File: src/hdl/cuc_pkg.sv
package cuc_pkg;

  // Result status codes
  typedef enum logic [1:0] {
    ST_OK     = 2'd0,
    ST_SHORT  = 2'd1,
    ST_FORMAT = 2'd2,
    ST_LEVEL  = 2'd3
  } status_t;

  // Configuration register indexes
  typedef enum logic [0:0] {
    REG_USER_EPOCH    = 1'b0,
    REG_AGENCY_OFFSET = 1'b1
  } cfg_idx_t;

  localparam int CFG_IDX_W = 1;

  localparam logic MODE_DECODE = 1'b0;
  localparam logic MODE_ENCODE = 1'b1;
  localparam logic KIND_DECODE = 1'b0;
  localparam logic KIND_ENCODE = 1'b1;

  localparam logic [7:0] PRE_EXT_MASK = 8'h80;
  localparam logic [2:0] LEVEL_AGENCY = 3'd1;
  localparam logic [2:0] LEVEL_USER   = 3'd2;
  localparam logic [3:0] MAX_SEEN     = 4'd8;

  // Per-beat decode result handed to the top level
  typedef struct packed {
    logic        report;
    status_t     status;
    logic        user_lvl;
    logic [31:0] coarse;
    logic [31:0] fine;
  } dec_res_t;

  function automatic logic [2:0] pre_level(input logic [7:0] pre);
    pre_level = pre[6:4];
  endfunction

  // coarse octet count, 1..4
  function automatic logic [2:0] pre_coarse(input logic [7:0] pre);
    pre_coarse = {1'b0, pre[3:2]} + 3'd1;
  endfunction

  // preamble check against available length
  function automatic status_t check_code(input logic [7:0] pre, input logic [7:0] len);
    logic [2:0] lvl;
    logic [3:0] need;
    status_t    st;
    lvl  = pre_level(pre);
    need = 4'd1 + {1'b0, pre_coarse(pre)} + {2'b00, pre[1:0]};
    if (len < 8'd2) begin
      st = ST_SHORT;
    end else if ((pre & PRE_EXT_MASK) != 8'h00) begin
      st = ST_FORMAT;
    end else if (!(lvl inside {LEVEL_AGENCY, LEVEL_USER})) begin
      st = ST_LEVEL;
    end else if (len < {4'b0000, need}) begin
      st = ST_SHORT;
    end else begin
      st = ST_OK;
    end
    check_code = st;
  endfunction

endpackage

File: src/hdl/cuc_time_code_codec_unit.sv
// CUC time code codec: holds signed seconds plus a 32-bit binary fraction and
// converts it to and from the unsegmented time code.
// Input channel (in_valid / in_stall): one beat is either a received code byte
// (in_mode = 0, in_last_in on the final byte) or an encode request
// (in_mode = 1, preamble in in_data_byte, room in in_buffer_size).
// Result channel (out_valid / out_stall): a decode beat gives one status result
// only on in_last_in; an encode request gives the preamble and its coarse and
// fine bytes (2 to 8 results), or one error result.
// Config channel (cfg_valid / cfg_ready, always ready): index 0 user epoch,
// index 1 agency epoch offset; write only while the block is idle.
// Each result is registered and appears on the port from the output register.
// Throughput: one decode byte per cycle while in_stall is low; an encode
// request holds in_stall until its byte shifter has drained.
// Reset (synchronous, rst_n low) clears the stored time, the offsets, the
// decode assembly state, the shifter count and the output valid flag.
// While out_stall is high with a result held, the result holds and in_stall
// rises, so nothing is lost or repeated.
module cuc_time_code_codec_unit
  import cuc_pkg::*;
(
  input  logic                 clk,
  input  logic                 rst_n,
  // input channel
  input  logic                 in_valid,
  output logic                 in_stall,
  input  logic                 in_mode,
  input  logic [7:0]           in_data_byte,
  input  logic                 in_last_in,
  input  logic [7:0]           in_buffer_size,
  // result channel
  output logic                 out_valid,
  input  logic                 out_stall,
  output logic                 out_kind,
  output logic [1:0]           out_status,
  output logic [7:0]           out_code_byte,
  output logic                 out_last_out,
  output logic signed [63:0]   out_time_seconds,
  output logic [31:0]          out_time_fraction,
  // config channel
  input  logic                 cfg_valid,
  output logic                 cfg_ready,
  input  logic [CFG_IDX_W-1:0] cfg_index,
  input  logic signed [63:0]   cfg_data
);

  // offsets
  logic signed [63:0] user_epoch_r;
  logic signed [63:0] agency_r;

  // stored time
  logic signed [63:0] sec_r, sec_nxt;
  logic [31:0]        frac_r, frac_nxt;

  // output register
  logic               out_valid_r, out_valid_nxt;
  logic               out_kind_r, out_kind_nxt;
  status_t            out_status_r, out_status_nxt;
  logic [7:0]         out_byte_r, out_byte_nxt;
  logic               out_last_r, out_last_nxt;
  logic signed [63:0] out_sec_r, out_sec_nxt;
  logic [31:0]        out_frac_r, out_frac_nxt;

  // encode byte shifter: top byte goes next
  logic [2:0]         rem_r, rem_nxt;
  logic [55:0]        emit_r, emit_nxt;

  logic     out_free;
  logic     in_beat;
  logic     dec_beat;
  logic     enc_beat;
  dec_res_t dec_res;

  status_t            enc_status;
  logic [2:0]         enc_c;
  logic [3:0]         enc_total;
  logic signed [63:0] enc_secs;
  logic [31:0]        enc_cw;
  logic [55:0]        enc_seq;
  logic [1:0]         enc_pad;

  assign out_free = !out_valid_r || !out_stall;
  assign in_stall = (rem_r != 3'd0) || !out_free;
  assign in_beat  = in_valid && !in_stall;
  assign dec_beat = in_beat && (in_mode == MODE_DECODE);
  assign enc_beat = in_beat && (in_mode == MODE_ENCODE);

  cuc_decoder u_dec (
    .clk       (clk),
    .rst_n     (rst_n),
    .beat      (dec_beat),
    .data_byte (in_data_byte),
    .last_in   (in_last_in),
    .res       (dec_res)
  );

  // encode: time back on the code epoch, bytes lined up for the shifter
  assign enc_status = check_code(in_data_byte, in_buffer_size);
  assign enc_c      = pre_coarse(in_data_byte);
  assign enc_total  = 4'd1 + {1'b0, enc_c} + {2'b00, in_data_byte[1:0]};
  assign enc_secs   = sec_r - agency_r
                    - ((pre_level(in_data_byte) == LEVEL_USER) ? user_epoch_r : 64'sd0);
  assign enc_pad    = 2'(3'd4 - enc_c);
  assign enc_cw     = enc_secs[31:0] << {enc_pad, 3'b000};
  assign enc_seq    = {enc_cw, 24'h000000} | ({frac_r[31:8], 32'h0} >> {enc_c, 3'b000});

  always_comb begin
    sec_nxt        = sec_r;
    frac_nxt       = frac_r;
    out_valid_nxt  = out_valid_r && out_stall;
    out_kind_nxt   = out_kind_r;
    out_status_nxt = out_status_r;
    out_byte_nxt   = out_byte_r;
    out_last_nxt   = out_last_r;
    out_sec_nxt    = out_sec_r;
    out_frac_nxt   = out_frac_r;
    rem_nxt        = rem_r;
    emit_nxt       = emit_r;

    if (dec_beat && dec_res.report) begin
      if (dec_res.status == ST_OK) begin
        sec_nxt  = {32'h0, dec_res.coarse} + agency_r
                 + (dec_res.user_lvl ? user_epoch_r : 64'sd0);
        frac_nxt = dec_res.fine;
      end
      out_valid_nxt  = 1'b1;
      out_kind_nxt   = KIND_DECODE;
      out_status_nxt = dec_res.status;
      out_byte_nxt   = 8'h00;
      out_last_nxt   = 1'b1;
      out_sec_nxt    = sec_nxt;
      out_frac_nxt   = frac_nxt;
    end else if (enc_beat) begin
      out_valid_nxt  = 1'b1;
      out_kind_nxt   = KIND_ENCODE;
      out_status_nxt = enc_status;
      out_sec_nxt    = sec_r;
      out_frac_nxt   = frac_r;
      if (enc_status != ST_OK) begin
        out_byte_nxt = 8'h00;
        out_last_nxt = 1'b1;
      end else begin
        out_byte_nxt = in_data_byte;
        out_last_nxt = (enc_total == 4'd1);
        rem_nxt      = 3'(enc_total - 4'd1);
        emit_nxt     = enc_seq;
      end
    end else if ((rem_r != 3'd0) && out_free) begin
      out_valid_nxt  = 1'b1;
      out_kind_nxt   = KIND_ENCODE;
      out_status_nxt = ST_OK;
      out_byte_nxt   = emit_r[55:48];
      out_last_nxt   = (rem_r == 3'd1);
      out_sec_nxt    = sec_r;
      out_frac_nxt   = frac_r;
      rem_nxt        = rem_r - 3'd1;
      emit_nxt       = {emit_r[47:0], 8'h00};
    end
  end

  always_ff @(posedge clk) begin
    if (!rst_n) begin
      user_epoch_r <= '0;
      agency_r     <= '0;
    end else if (cfg_valid) begin
      case (cfg_idx_t'(cfg_index))
        REG_USER_EPOCH:    user_epoch_r <= cfg_data;
        REG_AGENCY_OFFSET: agency_r     <= cfg_data;
        default: ;
      endcase
    end
  end

  always_ff @(posedge clk) begin
    if (!rst_n) begin
      sec_r       <= '0;
      frac_r      <= '0;
      out_valid_r <= 1'b0;
      rem_r       <= '0;
    end else begin
      sec_r       <= sec_nxt;
      frac_r      <= frac_nxt;
      out_valid_r <= out_valid_nxt;
      rem_r       <= rem_nxt;
    end
  end

  // payload, no reset
  always_ff @(posedge clk) begin
    out_kind_r   <= out_kind_nxt;
    out_status_r <= out_status_nxt;
    out_byte_r   <= out_byte_nxt;
    out_last_r   <= out_last_nxt;
    out_sec_r    <= out_sec_nxt;
    out_frac_r   <= out_frac_nxt;
    emit_r       <= emit_nxt;
  end

  assign cfg_ready         = 1'b1;
  assign out_valid         = out_valid_r;
  assign out_kind          = out_kind_r;
  assign out_status        = out_status_r;
  assign out_code_byte     = out_byte_r;
  assign out_last_out      = out_last_r;
  assign out_time_seconds  = out_sec_r;
  assign out_time_fraction = out_frac_r;

endmodule

File: src/hdl/cuc_decoder.sv
// Assembles a received code one byte per beat.
module cuc_decoder
  import cuc_pkg::*;
(
  input  logic       clk,
  input  logic       rst_n,
  input  logic       beat,
  input  logic [7:0] data_byte,
  input  logic       last_in,
  output dec_res_t   res
);

  logic [3:0]  seen_r, seen_nxt;
  logic [7:0]  pre_r, pre_nxt;
  logic [31:0] coarse_r, coarse_nxt;
  logic [31:0] fine_r, fine_nxt;

  logic [2:0] c_len;
  logic [2:0] cf_len;
  logic [3:0] fine_idx;

  assign c_len    = pre_coarse(pre_r);
  assign cf_len   = c_len + {1'b0, pre_r[1:0]};
  assign fine_idx = seen_r - 4'd1 - {1'b0, c_len};

  always_comb begin
    seen_nxt   = seen_r;
    pre_nxt    = pre_r;
    coarse_nxt = coarse_r;
    fine_nxt   = fine_r;
    if (seen_r < MAX_SEEN) begin
      if (seen_r == 4'd0) begin
        pre_nxt    = data_byte;
        coarse_nxt = '0;
        fine_nxt   = '0;
      end else if (seen_r <= {1'b0, c_len}) begin
        coarse_nxt = {coarse_r[23:0], data_byte};
      end else if (seen_r <= {1'b0, cf_len}) begin
        // fine bytes fill from the top byte down
        fine_nxt = fine_r | ({data_byte, 24'h000000} >> {fine_idx[1:0], 3'b000});
      end
      seen_nxt = seen_r + 4'd1;
    end
    res.report   = last_in;
    res.status   = check_code(pre_nxt, {4'b0000, seen_nxt});
    res.user_lvl = (pre_level(pre_nxt) == LEVEL_USER);
    res.coarse   = coarse_nxt;
    res.fine     = fine_nxt;
  end

  always_ff @(posedge clk) begin
    if (!rst_n) begin
      seen_r   <= '0;
      pre_r    <= '0;
      coarse_r <= '0;
      fine_r   <= '0;
    end else if (beat) begin
      if (last_in) begin
        seen_r   <= '0;
        pre_r    <= '0;
        coarse_r <= '0;
        fine_r   <= '0;
      end else begin
        seen_r   <= seen_nxt;
        pre_r    <= pre_nxt;
        coarse_r <= coarse_nxt;
        fine_r   <= fine_nxt;
      end
    end
  end

endmodule

File: config.mk
export PLATFORM = sky130hd
export DESIGN_NAME = cuc_time_code_codec_unit
export DESIGN_NICKNAME = d
export VERILOG_FILES = /design/src/hdl/cuc_pkg.sv /design/src/hdl/cuc_time_code_codec_unit.sv /design/src/hdl/cuc_decoder.sv
export SDC_FILE = /design/constraint.sdc
export NUM_CORES = 1
export LEC_CHECK = 0
export BUFFER_PORTS_ARGS = -buffer_cell sky130_fd_sc_hd__buf_4
export CORE_MARGIN = 2
export CORE_UTILIZATION = 45
export DETAILED_ROUTE_END_ITERATION = 7
export GPL_TIMING_DRIVEN = 0
export RECOVER_POWER = 100
export SLEW_MARGIN = 40
export SYNTH_ARGS = -nofsm -noshare
export SYNTH_HDL_FRONTEND = slang
export SYNTH_SLANG_ARGS = --single-unit
File: constraint.sdc
create_clock -name clk -period 11.5 [get_ports clk]
set_input_delay 0.575 -clock clk [delete_from_list [all_inputs] [get_ports clk]]
set_output_delay 0.575 -clock clk [all_outputs]
set_load 0.01 [all_outputs]
# Word-level counts from Yosys, hierarchy flattened
# Index checks and enable logic that the tools add are counted.
[totals] inputBits=88 output_inout_bits=111 ff_bits=468 word_cells=132
[op_classes] n_lt_le_gt_ge=7 mux=52 n_eq_ne=7 addsub=18 shift=3 reduce_logical=23 bitwise=5
[op_table] cell="two-way mux 32 bit" count=14
[op_table] cell="two-way mux 64 bit" count=5
[op_table] cell="two-way mux 56 bit" count=3
[op_table] cell="adder 32 x 64 -> 64 bit" count=1
[op_table] cell="adder 64 bit" count=1
[op_table] cell="subtractor 32 bit" count=2
[op_table] cell="bitwise OR 56 bit" count=1
[op_table] cell="right shift 56 x 6 -> 56 bit" count=1
[op_table] cell="two-way mux 8 bit" count=6
[op_table] cell="bitwise OR 32 bit" count=1
[op_table] cell="left shift 32 x 5 -> 32 bit" count=1
[op_table] cell="right shift 32 x 5 -> 32 bit" count=1
[op_table] cell="two-way mux 2 bit" count=9
[op_table] cell="two-way mux 1 bit" count=10
[op_table] cell="adder 2 x 1 -> 3 bit, second input constant" count=3
[op_table] cell="equality test 3 x 1 -> 1 bit, second input constant" count=3
[op_table] cell="two-way mux 3 bit" count=3
[op_table] cell="adder 1 x 3 -> 4 bit, first input constant" count=2
[op_table] cell="adder 4 x 2 -> 4 bit" count=2
[op_table] cell="less-or-equal comparator 4 x 3 -> 1 bit" count=2
[op_table] cell="less-than comparator 8 x 2 -> 1 bit, second input constant" count=1
[op_table] cell="less-than comparator 8 x 4 -> 1 bit" count=1
[op_table] cell="two-way mux 4 bit" count=2
[op_table] cell="nonzero test 2 bit" count=4
[op_table] cell="21 further kinds" count=36

# Depth between registers and ports, before layout
[depth] word_depth=14 depth_mapped=24

# By module
# A second synthesis with hierarchy kept.
[unflattened] hier_cells=3062 area_unflattened_um2=27259.9
[by_module_without_submodules] mod="cuc_time_code_codec_unit" seq_area_each_um2=9389.0 cells_per_inst=2651 area_each_um2=23191.0 instances=1
[by_module_without_submodules] mod="cuc_decoder" seq_area_each_um2=1521.5 cells_per_inst=411 area_each_um2=4068.9 instances=1

# Worst setup path after synthesis
# Ideal clock, no wire load.
[synth_path] kind="reg-to-reg" from="reg u_dec.pre_r[2]" to="reg out_sec_r[45] (netlist: out_time_seconds[45]) (data pin)" t_arrival_ns=5.063 t_required_ns=11.240 path_slack_ns=6.177 synth_period_minus_slack_ns=5.323 n_path_buf=1 setup_time_ns=0.260 stages_incl_launch_ff=25 path_cell_list="dfxtp_1 -> ha_1 -> inv_1 -> ha_1 -> nor2b_1 -> o21ai_0 -> a32oi_1 -> or2_2 -> clkbuf_1 -> nor2_1 -> a22oi_1 -> fa_1 -> inv_1 -> ha_1 -> inv_1 -> fa_1 -> nor2b_1 -> o2111ai_1 -> a21oi_1 -> o2111ai_2 -> a2111oi_4 -> o21ai_0 -> a21oi_1 -> mux2i_1 -> nand2_1"
[synth_between] elab_chain_len=13
[synth_lines] element="from (decl)" line_no="cuc_decoder.sv:14" rtl="logic [7:0] pre_r, pre_nxt;"
[synth_lines] element="from (signal assigned)" line_no="cuc_decoder.sv:65" rtl="pre_r <= pre_nxt;"
[synth_lines] element="parallel branches: the longest is 11 deep, another holds adder 32 x 64 -> 64 bit"
[synth_lines] element="two-way mux 64 bit (*)" line_no="cuc_time_code_codec_unit.sv:120" rtl="if (dec_res.status == ST_OK) begin"
[synth_lines] element="two-way mux 64 bit (*)" line_no="cuc_time_code_codec_unit.sv:119" rtl="if (dec_beat && dec_res.report) begin"
[synth_lines] element="net out_sec_nxt[45]" line_no="cuc_time_code_codec_unit.sv:60" rtl="logic signed [63:0] out_sec_r, out_sec_nxt;"
[synth_lines] element="to (signal assigned)" line_no="cuc_time_code_codec_unit.sv:193" rtl="out_sec_r <= out_sec_nxt;"
[synth_lines] element="to (decl)" line_no="cuc_time_code_codec_unit.sv:60"
# Mark *: on every way through the listed nets, which the timed path passes.
# A chain may end at the register's enable or synchronous reset.

# Final worst setup path
[layout_path] from="reg u_dec.pre_r[2]" to="reg out_sec_r[41] (netlist: out_time_seconds[41]) (data pin)"
# The elaborated chain is that of the path after synthesis.

==> flow_metrics.tcl <==
set metrics [dict create \
    core_area_um2 58900 \
    clock-sinks 468 \
    r2r-end "out_time_seconds[41]" \
    final.setup.tns_ps 0 \
    finClkSkew_ps 20.0 \
    worstMarginPinSlew_ps 2460 \
    synth_top_family_by_area "simple AND/OR/NAND/NOR gates" \
    r2r_cells 24 \
    path_clk_slew_ps 60 \
    final_common_cell "nand2_1" \
    dp_hpwl_mm 75.1 \
    status "complete, but fails checks" \
    synthesis.nets 3425 \
    yosys_warnings 0 \
    start_kind "flip-flop" \
    clockBufferDepth 3 \
    hold_path.class "input port to flip-flop" \
    rows 89 \
    grt_pass1_vias 23332 \
    avgViaCountPerCell 5.71 \
    drtAntennaViolNets 0 \
    clock.fmax_mhz 123 \
    crit_path_max_fanout 8 \
    synth_cells 3116 \
    period_share_pct 70.4 \
    synth_edf_count 154 \
    ys_seq_area_share_pct 40.8 \
    area_growth_pct 14.1 \
    synthXorXnorAreaFrac_pct 2.59 \
    cp.arrival_ps 8470 \
    post-cts-setup-buffers 0 \
    violations "max-capacitance violations, max-slew violations" \
    synthSimpleGateAreaFrac_pct 19.7 \
    drt_iter0_drc 1781 \
    powerDensity_nw_per_um2 175 \
    peakVddDrop_mv 0.189 \
    syn-cell-area_um2 26800 \
    portBuffers 196 \
    synth-seq-cells 468 \
    drc 0 \
    synthAdderAreaFrac_pct 12.2 \
    post_cts_resized 0 \
    cts_tree "built" \
    min_period_ps 8100 \
    die_w_um 248 \
    crit_path_end_kind "flip-flop" \
    start_util_pct 45.4 \
    r2r_start "u_dec.pre_r[2]" \
    crit_required_ps 11870 \
    path_class "flip-flop to flip-flop" \
    synth.area.mux_share_pct 1.47 \
    rsz0062_at_grt "no" \
    syn_avg_cell_area_um2 8.59 \
    ys.flop_type "dfxtp_1" \
    fill_cells 5771 \
    die_h_um 248 \
    p_leak_nw 12.1 \
    wirelength_mm 95.5 \
    antenna_found_initial 3 \
    hold_path_end "user_epoch_r[2]" \
    synth_top_cell_by_area "dfxtp_1" \
    synth_top_area_share_pct 23.5 \
    hp-start "cfg_data[2]" \
    rrSetupSlack_ps 3400 \
    routedWlPerCell_um 22.8 \
    netlist_top_cells_area "dfxtp_1 23%, edfxtp_1 17%, nand2_1 9.2%, a21oi_1 7.3%, ha_1 7.2%" \
    htreeDepth 2 \
    layout-drive-gt1-share_pct 6.26 \
    mostFrequentLayoutCells "653 x nand2_1, 389 x a21oi_1, 314 x dfxtp_1" \
    whs_path_depth 3 \
    slew_viol_final 134 \
    first_pass_iters 6 \
    fp.dieArea_um2 61400 \
    max_slew_margin_pct -63.8 \
    yosysUniqueCellTypes 92 \
    vias 23967 \
    root_buffer "clkbuf_16" \
    fin_util_pct 51.8 \
    grt_pass1_wl_mm 142 \
    final_nets 3685 \
    synth-compound-area-share_pct 19.1 \
    grtUsageTotal_pct 30.7 \
    grt-ovfl-total 0 \
    finalSetupViolCount 0 \
    gp_congestion 0.966 \
    grt_max_degree 43 \
    cts_hold_buf 0 \
    postSynth.asyncResetShare_pct 0 \
    cts_inserted_buffers 53 \
    hold_viol 0 \
    ioPinCount 199 \
    clk_latency_ps 620 \
    max_cap_viol_count 5 \
]
-- final cells by class --
class / count / area [µm²] / area share, %
inverters: 97 / 364 / 1.19
plain buffers: 188 / 728 / 2.38
clock buffers: 71 / 1490 / 4.87
repair buffers: 205 / 1100 / 3.59
well taps: 773 / 967 / 3.17
multi-input cells: 2363 / 14700 / 48.1
clock inverters: 29 / 304 / 0.996
flip-flops and latches: 468 / 10900 / 35.7
diodes: 2 / 5.00 / 0.0164
-- worst max path at each step --
stage	start	endpoint	slack, ps	cells after the start
global placement	in_data_byte[4]	out_time_seconds[45]	2810	19
finish	u_dec.pre_r[2]	out_time_seconds[41]	3400	24
CTS	u_dec.pre_r[2]	out_time_seconds[55]	4370	23
floorplan	u_dec.pre_r[2]	out_time_seconds[45]	6180	24
global route	u_dec.pre_r[2]	out_time_seconds[54]	3020	21
detailed placement	u_dec.pre_r[2]	out_time_seconds[55]	4380	23
-- metal layers --
metal  share of wire [%]  GRT usage (%)
met1                  40           36.6
met4                 5.8           16.8
met2                  48           53.3
met3                 5.4           4.21
met5               0.028              0
-- logic make-up after synthesis --
kind of cell / Yosys count
flip-flops: 468
AO/OA/AOI/OAI: 839
adder cells (fa/ha/maj): 221
multiplexers: 38
AND/OR/NAND/NOR: 1185
buffers and inverters: 285
XOR/XNOR: 79
other: 1
-- through the flow --
step / cells / instance area [µm²] / hold slack (ps) / total power [mW] / setup WS (ps)
floorplan: 3116 / 26800 / 432 / 3.10 / 6180
global placement: 4085 / 29200 / 440 / 3.79 / 2810
detailed placement: 4094 / 29400 / 443 / 3.81 / 4380
CTS: 4194 / 31200 / 183 / 5.56 / 4370
global route: 4194 / 30500 / 203 / 5.59 / 3020
finish: 4196 / 30500 / 208 / 5.36 / 3400
-- flip-flops by register name, indices dropped and copies added (netlist names), 2 cells and up --
register	count
u_dec.fine_r	32
out_code_byte	8
frac_r	32
agency_r	64
u_dec.coarse_r	32
rem_r	3
out_status	2
u_dec.seen_r	4
u_dec.pre_r	8
sec_r	64
emit_r	56
out_time_fraction	32
out_time_seconds	64
user_epoch_r	64
-- report_power, final --
group / leakage (nW) / internal, mW / switching [mW]
registers: 4.10 / 2.18 / 0.132
clock network: 0.879 / 1.02 / 0.734
logic: 7.08 / 0.365 / 0.921
total: 12.1 / 3.57 / 1.79
-- cell usage after synthesis, drive strengths merged, types with 31 or more instances --
| cell type | n |
|---|---|
| a21oi | 390 |
| a22oi | 46 |
| nand2 | 655 |
| xnor2 | 49 |
| buf | 33 |
| a21o | 53 |
| and3 | 31 |
| dfxtp | 314 |
| fa | 66 |
| nand3 | 37 |
| edfxtp | 154 |
| and2 | 80 |
| nor2b | 88 |
| ha | 155 |
| clkbuf | 155 |
| inv | 95 |
| o21ai | 159 |
| nor2 | 193 |
-- critical path, cell delays in order, from the launching register on --
cell	delay, ps
dfxtp_1	350
ha_1	290
inv_1	70
ha_1	390
nor2b_1	160
o21ai_0	140
a32oi_1	120
or2_2	300
clkbuf_1	220
nor2_1	470
a22oi_1	390
fa_1	510
inv_1	70
ha_1	160
inv_1	60
fa_1	400
nor2b_1	200
o2111ai_1	300
a21oi_1	500
o2111ai_1	350
a2111oi_0	1330
o21ai_0	390
nand2_1	190
xnor2_1	110
o21ai_0	380
Power figures use the tool's default switching activity.
